`src/rtl/jued_pkg.sv`:
```
`timescale 1ns / 1ps

package jued_pkg;

  // Escape progress: backslash held, 'u' seen, then one to three digits seen
  typedef enum logic [5:0] {
    PH_IDLE = 6'b000001,
    PH_BSL  = 6'b000010,
    PH_U    = 6'b000100,
    PH_D1   = 6'b001000,
    PH_D2   = 6'b010000,
    PH_D3   = 6'b100000
  } phase_t;

  // One output transaction
  typedef struct packed {
    logic [7:0] data;
    logic       present;
    logic       bad;
    logic       last;
  } res_t;

  localparam logic [7:0]  CH_BSL    = 8'h5C;
  localparam logic [7:0]  CH_U      = 8'h75;
  localparam logic [7:0]  LEAD2     = 8'hC0;
  localparam logic [7:0]  LEAD3     = 8'hE0;
  localparam logic [7:0]  CONT      = 8'h80;
  localparam logic [15:0] LIM_ONE   = 16'h0080;
  localparam logic [15:0] LIM_TWO   = 16'h0800;

  // Map an ASCII hex digit to {valid, nibble}; nibble is zero when not hex
  function automatic logic [4:0] hex_nib(input logic [7:0] c);
    logic [4:0] r;
    r = 5'd0;
    if (c >= 8'h30 && c <= 8'h39) begin
      r = {1'b1, 4'(c - 8'h30)};
    end else if (c >= 8'h41 && c <= 8'h46) begin
      r = {1'b1, 4'(c - 8'h37)};
    end else if (c >= 8'h61 && c <= 8'h66) begin
      r = {1'b1, 4'(c - 8'h57)};
    end
    return r;
  endfunction

  // Build a plain data transaction
  function automatic res_t mk_byte(input logic [7:0] b);
    res_t r;
    r.data    = b;
    r.present = 1'b1;
    r.bad     = 1'b0;
    r.last    = 1'b0;
    return r;
  endfunction

endpackage

```
`src/rtl/json_unicode_escape_decoder_top.sv`:
```
`timescale 1ns / 1ps

// JSON \uXXXX escape decoder, one text byte per input transaction.
// Input channel: in_valid / in_stall carry in_byte and in_last (last byte of
// the text). Output channel: out_valid / out_stall carry out_byte,
// byte_present, bad_hex and out_last.
// Ordinary bytes come through one for one; a complete escape yields the
// UTF-8 encoding of its code, one to three bytes, out of its final digit.
// A result is registered and appears the cycle after its input transaction.
// One input byte per cycle while each byte gives at most one result and out_stall
// stays low. An input that gives more than one result holds the input side until
// the three-entry result holder, drained one entry per cycle while out_stall is
// low, is down to its last entry.
// A new input is taken in the same cycle that the last held result leaves.
// If the final byte gives no data, a single marker with byte_present low
// and out_last high closes the text.
// Reset (rst, synchronous) empties the result holder and returns to idle.
// While out_stall is high the head result holds steady and in_stall rises
// as soon as the holder is not about to empty.
module json_unicode_escape_decoder_top (
  input  logic       clk,
  input  logic       rst,
  input  logic       in_valid,
  output logic       in_stall,
  input  logic [7:0] in_byte,
  input  logic       in_last,
  output logic       out_valid,
  input  logic       out_stall,
  output logic [7:0] out_byte,
  output logic       byte_present,
  output logic       bad_hex,
  output logic       out_last
);

  jued_pkg::phase_t        phase, phase_next;
  logic [11:0]             accum, accum_next;
  logic                    dig_err, dig_err_next;
  jued_pkg::res_t [2:0]    hold;
  logic [1:0]              cnt;
  jued_pkg::res_t [2:0]    res;
  logic [1:0]              res_cnt;
  logic [4:0]              hex;
  logic [15:0]             code;
  logic                    in_acc;
  logic                    out_pop;

  // Handshake
  assign out_valid = (cnt != 2'd0);
  assign out_pop   = out_valid && !out_stall;
  assign in_stall  = !((cnt == 2'd0) || ((cnt == 2'd1) && !out_stall));
  assign in_acc    = in_valid && !in_stall;

  assign out_byte     = hold[0].data;
  assign byte_present = hold[0].present;
  assign bad_hex      = hold[0].bad;
  assign out_last     = hold[0].last;

  assign hex  = jued_pkg::hex_nib(in_byte);
  assign code = {accum, hex[3:0]};

  // Decode one byte into state updates and up to three results
  always_comb begin
    phase_next   = phase;
    accum_next   = accum;
    dig_err_next = dig_err;
    res          = '0;
    res_cnt      = 2'd0;
    unique case (phase) inside
      jued_pkg::PH_BSL: begin
        if (in_byte == jued_pkg::CH_U) begin
          phase_next   = jued_pkg::PH_U;
          accum_next   = 12'd0;
          dig_err_next = 1'b0;
        end else begin
          res[0]  = jued_pkg::mk_byte(jued_pkg::CH_BSL);
          res_cnt = 2'd1;
          if (in_byte != jued_pkg::CH_BSL) begin
            res[1]     = jued_pkg::mk_byte(in_byte);
            res_cnt    = 2'd2;
            phase_next = jued_pkg::PH_IDLE;
          end
        end
      end
      jued_pkg::PH_U, jued_pkg::PH_D1, jued_pkg::PH_D2: begin
        accum_next   = {accum[7:0], hex[3:0]};
        dig_err_next = dig_err || !hex[4];
        if (phase == jued_pkg::PH_U) begin
          phase_next = jued_pkg::PH_D1;
        end else if (phase == jued_pkg::PH_D1) begin
          phase_next = jued_pkg::PH_D2;
        end else begin
          phase_next = jued_pkg::PH_D3;
        end
      end
      jued_pkg::PH_D3: begin
        if (!hex[4] || dig_err) begin
          res[0]     = jued_pkg::mk_byte(8'd0);
          res[0].bad = 1'b1;
          res_cnt    = 2'd1;
        end else if (code < jued_pkg::LIM_ONE) begin
          res[0]  = jued_pkg::mk_byte(code[7:0]);
          res_cnt = 2'd1;
        end else if (code < jued_pkg::LIM_TWO) begin
          res[0]  = jued_pkg::mk_byte(jued_pkg::LEAD2 | {3'd0, code[10:6]});
          res[1]  = jued_pkg::mk_byte(jued_pkg::CONT | {2'd0, code[5:0]});
          res_cnt = 2'd2;
        end else begin
          res[0]  = jued_pkg::mk_byte(jued_pkg::LEAD3 | {4'd0, code[15:12]});
          res[1]  = jued_pkg::mk_byte(jued_pkg::CONT | {2'd0, code[11:6]});
          res[2]  = jued_pkg::mk_byte(jued_pkg::CONT | {2'd0, code[5:0]});
          res_cnt = 2'd3;
        end
        phase_next   = jued_pkg::PH_IDLE;
        accum_next   = 12'd0;
        dig_err_next = 1'b0;
      end
      default: begin
        phase_next = jued_pkg::PH_IDLE;
        if (in_byte == jued_pkg::CH_BSL) begin
          phase_next = jued_pkg::PH_BSL;
        end else begin
          res[0]  = jued_pkg::mk_byte(in_byte);
          res_cnt = 2'd1;
        end
      end
    endcase

    // Close the text: flush a held backslash, drop a cut-off escape
    if (in_last) begin
      if (phase_next == jued_pkg::PH_BSL) begin
        res[res_cnt] = jued_pkg::mk_byte(jued_pkg::CH_BSL);
        res_cnt      = res_cnt + 2'd1;
      end
      if (res_cnt == 2'd0) begin
        res[0].present = 1'b0;
        res_cnt        = 2'd1;
      end
      res[res_cnt - 2'd1].last = 1'b1;
      phase_next   = jued_pkg::PH_IDLE;
      accum_next   = 12'd0;
      dig_err_next = 1'b0;
    end
  end

  // Advance escape state on each accepted transaction
  always_ff @(posedge clk) begin
    if (rst) begin
      phase   <= jued_pkg::PH_IDLE;
      accum   <= 12'd0;
      dig_err <= 1'b0;
    end else if (in_acc) begin
      phase   <= phase_next;
      accum   <= accum_next;
      dig_err <= dig_err_next;
    end
  end

  // Load the result holder on accept, otherwise shift out one entry per pop
  always_ff @(posedge clk) begin
    if (rst) begin
      cnt <= 2'd0;
    end else if (in_acc) begin
      cnt <= res_cnt;
    end else if (out_pop) begin
      cnt <= cnt - 2'd1;
    end
  end

  always_ff @(posedge clk) begin
    if (in_acc) begin
      hold <= res;
    end else if (out_pop) begin
      hold[0] <= hold[1];
      hold[1] <= hold[2];
    end
  end

  // A bad escape always shows as a present zero byte
  assert property (@(posedge clk) disable iff (rst)
    out_valid && bad_hex |-> out_byte == 8'd0 && byte_present)
    else $error("bad_hex result carries data");

  // An end-only marker is the closing transaction of the text
  assert property (@(posedge clk) disable iff (rst)
    out_valid && !byte_present |-> out_last && out_byte == 8'd0 && !bad_hex)
    else $error("empty marker not final");

  // The final byte of a text leaves no escape pending
  assert property (@(posedge clk) disable iff (rst)
    in_acc && in_last |=> phase == jued_pkg::PH_IDLE && !dig_err)
    else $error("escape state not cleared after last byte");

  // Draining the only held result with no new input empties the output
  assert property (@(posedge clk) disable iff (rst)
    out_pop && cnt == 2'd1 && !in_acc |=> !out_valid)
    else $error("result repeated after drain");

endmodule

```
`config.mk`:
```
export PLATFORM = sky130hd
export DESIGN_NAME = json_unicode_escape_decoder_top
export DESIGN_NICKNAME = d
export VERILOG_FILES = /design/src/rtl/jued_pkg.sv /design/src/rtl/json_unicode_escape_decoder_top.sv
export SDC_FILE = /design/constraint.sdc
export NUM_CORES = 1
export LEC_CHECK = 0
export BUFFER_PORTS_ARGS = -buffer_cell sky130_fd_sc_hd__buf_2
export CAP_MARGIN = 15
export CORE_ASPECT_RATIO = 1.75
export CORE_UTILIZATION = 60
export CTS_CLUSTER_SIZE = 12
export DETAILED_ROUTE_END_ITERATION = 10
export GPL_TIMING_DRIVEN = 0
export PLACE_DENSITY = 0.81
export SYNTH_ARGS = -nofsm -noshare
export SYNTH_HDL_FRONTEND = slang
export SYNTH_SLANG_ARGS = --single-unit
```
`constraint.sdc`:
```
create_clock -name clk -period 4.6 [get_ports clk]
set_input_delay 0.69 -clock clk [delete_from_list [all_inputs] [get_ports clk]]
set_output_delay 0.69 -clock clk [all_outputs]
set_load 0.02 [all_outputs]
```
==> impl_metrics.yaml <==
critical_path:
  rrSetupSlack_ns: 0.76
  cp_slowest_cell: "nor2_1"
  worst-setup-path-type: "reg -> reg"
  timing.rr.end: "byte_present"
  rr_startpoint: "phase[4]"
  max_stage_delay_ns: 0.55
  path_max_fanout: 9
  arrival_ns: 3.91
  critPathCaptureType: "register"
  critPathLaunchType: "register"
  r2r_cells: 11
  critPathRequiredTime_ns: 4.67
  crit_chain: "clkbuf_1 > nor4b_1 > o21ai_0 > nand3_1 > nor2_1 > inv_1 > and3_1 > ha_1 > or3_1 > o22a_1 > o41a_1"
logic_synthesis:
  synth_edf_count: 31
  synthSimpleGateAreaFrac_pct: 21.6
  async_flop_share_pct: 0
  synth_top_family_by_area: "compound AO/OA/AOI/OAI gates"
  synthCells: 349
  ys_types: 65
  avgSynthCellArea_sq_um: 8.92
  synthAdderAreaFrac_pct: 3.22
  ys_ff_latch: 52
  netlist_area_sq_mm: 0.00311
  synthMuxAreaShare_pct: 0.362
  ys_warn_count: 0
  ys_seq_area_share_pct: 43.4
  synth_xor_area_share_pct: 0.563
  yosys.area.top_type: "edfxtp_1"
  synth_compound_area_share_pct: 24.8
  synth_nets: 370
  synth_ff_type: "edfxtp_1"
  synth_top_area_share_pct: 29.9
  synth_top_cells_by_area: "edfxtp_1 30%, dfxtp_1 14%, a21oi_1 5.8%"
clock_network:
  cts-root-buf: "clkbuf_8"
  cts_tree: "built"
  holdBufCountCts: 0
  cts.sinks: 52
  cts_htree_levels: 2
  post-cts-setup-buffers: 0
  cts_buffer_depth: 2
  cts.clk_slew.worst_paths_ns: 0.10
  cts_resized: 0
  cts_inserted_buffers: 5
  clkLatencyLatePin_ns: 0.32
power:
  peakVddDrop_mv: 0.492
  total_power_w: 0.00158
  powerDensity_mw_per_mm2: 458
  p_leak_nw: 1.34
route:
  num_vias: 2794
  routed_wl_um: 7780
  drcViolationCount: 0
  firstDrtPassIters: 5
  postRouteAntennaNets: 0
  drt-initial-drc-count: 84
  via_per_inst: 6.42
  wl_per_cell_um: 17.9
final_layout:
  fin_nets: 401
  area_growth_pct: 10.5
  drive_gt1_share_pct: 15.7
  diodes: 0
placed_design:
  place.gp.congestion: 0.976
  place_hpwl_um: 5940
  port_buffers: 23
sta:
  max_slew_margin_pct: 30.1
  clock_skew_ns: 0.00369
  slew_viol_final: 0
  setup_viol: 0
  worstMarginPinSlew_ns: 1.05
  rsz0062_at_grt: "false"
  finalHoldViolations: 0
  fin_crit_sh_pct: 83.5
  max_freq_mhz: 260
  min_period_ns: 3.84
  tns_ns: 0
floorplan:
  die_y_um: 97.3
  initial_core_util_pct: 62.5
  core_area_sq_mm: 0.00498
  std_cell_rows: 34
  ios: 26
  die_w_um: 56.5
  die-area_sq_mm: 0.00549
status:
  status: "finished, final reports clean"
global_route:
  grt_max_degree: 21
  antenna_found_initial: 0
  grt_pass1_wl_um: 13300
  overflow: 0
  first_global_vias: 2828
  grt_usage_pct: 31.0
worst_hold_path:
  min_path_type: "reg -> reg"
  hold_depth: 2
  worstHoldStart: "accum[11]"
  whs_endpoint: "accum[11]"
job:
  cap_violations: 0
## cells in the mapped netlist, types with 3 or more instances
| cell type | n |
|---|---|
| nor2b_1 | 3 |
| a22o_1 | 5 |
| or2_2 | 3 |
| nand2b_1 | 4 |
| a21o_1 | 4 |
| and2_1 | 3 |
| nor4b_1 | 3 |
| ha_1 | 8 |
| nand3_1 | 15 |
| o31ai_1 | 4 |
| edfxtp_1 | 31 |
| dfxtp_1 | 21 |
| or3_1 | 6 |
| a31oi_1 | 7 |
| inv_1 | 13 |
| o21ai_0 | 18 |
| nor3_1 | 8 |
| clkbuf_1 | 13 |
| nand3b_1 | 3 |
| buf_2 | 3 |
| buf_4 | 8 |
| a211oi_1 | 5 |
| nor2_1 | 27 |
| nand2_1 | 44 |
| and3_1 | 5 |
| a21oi_1 | 36 |
| a22oi_1 | 5 |
## routing by layer
metal | vias up | track usage [%] | share of wire (%)
met5 | - | 0 | 0
met2 | 97 | 53.9 | 54
li1 | 1354 | - | -
met1 | 1325 | 35.3 | 39
met4 | 0 | 16.1 | 2.6
met3 | 18 | 5.33 | 5.1
## cell type report
cell class / instances / area [sq um]
inverters: 13 / 48.8
multi-input cells: 258 / 1580
plain buffers: 26 / 139
fillers: 437 / 1540
well taps: 54 / 67.6
repair buffers: 24 / 143
flip-flops and latches: 52 / 1350
clock buffers: 5 / 68.8
clock inverters: 3 / 42.5
## kinds of logic after synthesis
group / count (synthesis)
flops: 52
fa+ha+maj: 8
compound gates: 112
simple gates: 135
xor+xnor: 2
mux: 1
buf+inv: 39
## state kept, by name, indices dropped and copies added, names as in the netlist
signal and flops:
out_last 1, phase 6, accum 12, out_byte 8
bad_hex 1, cnt 2, dig_err 1, byte_present 1
hold 20
## layout by cell type, fill, tap and decap left out, types with 5 or more instances in the layout
cell type	n
ha_1	8
buf_4	8
clkbuf_8	5
or3_1	6
o21ai_0	17
nand2_1	44
a22oi_1	5
a22o_1	5
inv_1	13
clkbuf_1	13
nand3_1	15
a31oi_1	7
a211oi_1	5
and3_1	5
nor2_1	27
a21oi_1	36
nor3_1	8
dfxtp_1	21
buf_2	26
edfxtp_1	31
## worst max path at each step
| stage | endpoint | cells after the start | slack (ns) | start |
|---|---|---|---|---|
| 5_1_grt | byte_present | 11 | 0.42 | phase[4] |
| 3_5_place_dp | byte_present | 10 | 0.45 | in_byte[3] |
| 2_1_floorplan | byte_present | 10 | 0.77 | in_byte[3] |
| 6_report | byte_present | 11 | 0.76 | phase[4] |
| 4_1_cts | byte_present | 10 | 0.78 | in_byte[3] |
| 3_3_place_gp | byte_present | 10 | 0.48 | in_byte[3] |
## worst max-delay path, delay by kind of cell, from the launching register on
kind	cells	cell delay, ns
compound gates	3	0.91
fa+ha+maj	1	0.32
buf+inv	2	0.41
flops	1	0.32
simple gates	5	1.63
## metrics by stage
stage | std cells | utilization [%] | cell area (sq um) | setup WS (ns) | hold WS, ns
4_1_cts | 435 | 69.1 | 3440 | 0.778 | 0.487
5_1_grt | 435 | 69.1 | 3440 | 0.416 | 0.509
3_3_place_gp | 426 | 66.2 | 3300 | 0.477 | 0.463
3_5_place_dp | 427 | 66.8 | 3330 | 0.452 | 0.473
2_1_floorplan | 349 | - | 3110 | 0.772 | 0.442
6_report | 435 | 69.1 | 3440 | 0.761 | 0.485
## power breakdown
group          internal (W)  switching [W]
Sequential         0.000665      0.0000409
Combinational      0.000213       0.000337
Clock              0.000161       0.000159
Total               0.00104       0.000537
Power figures use the tool's default switching activity.
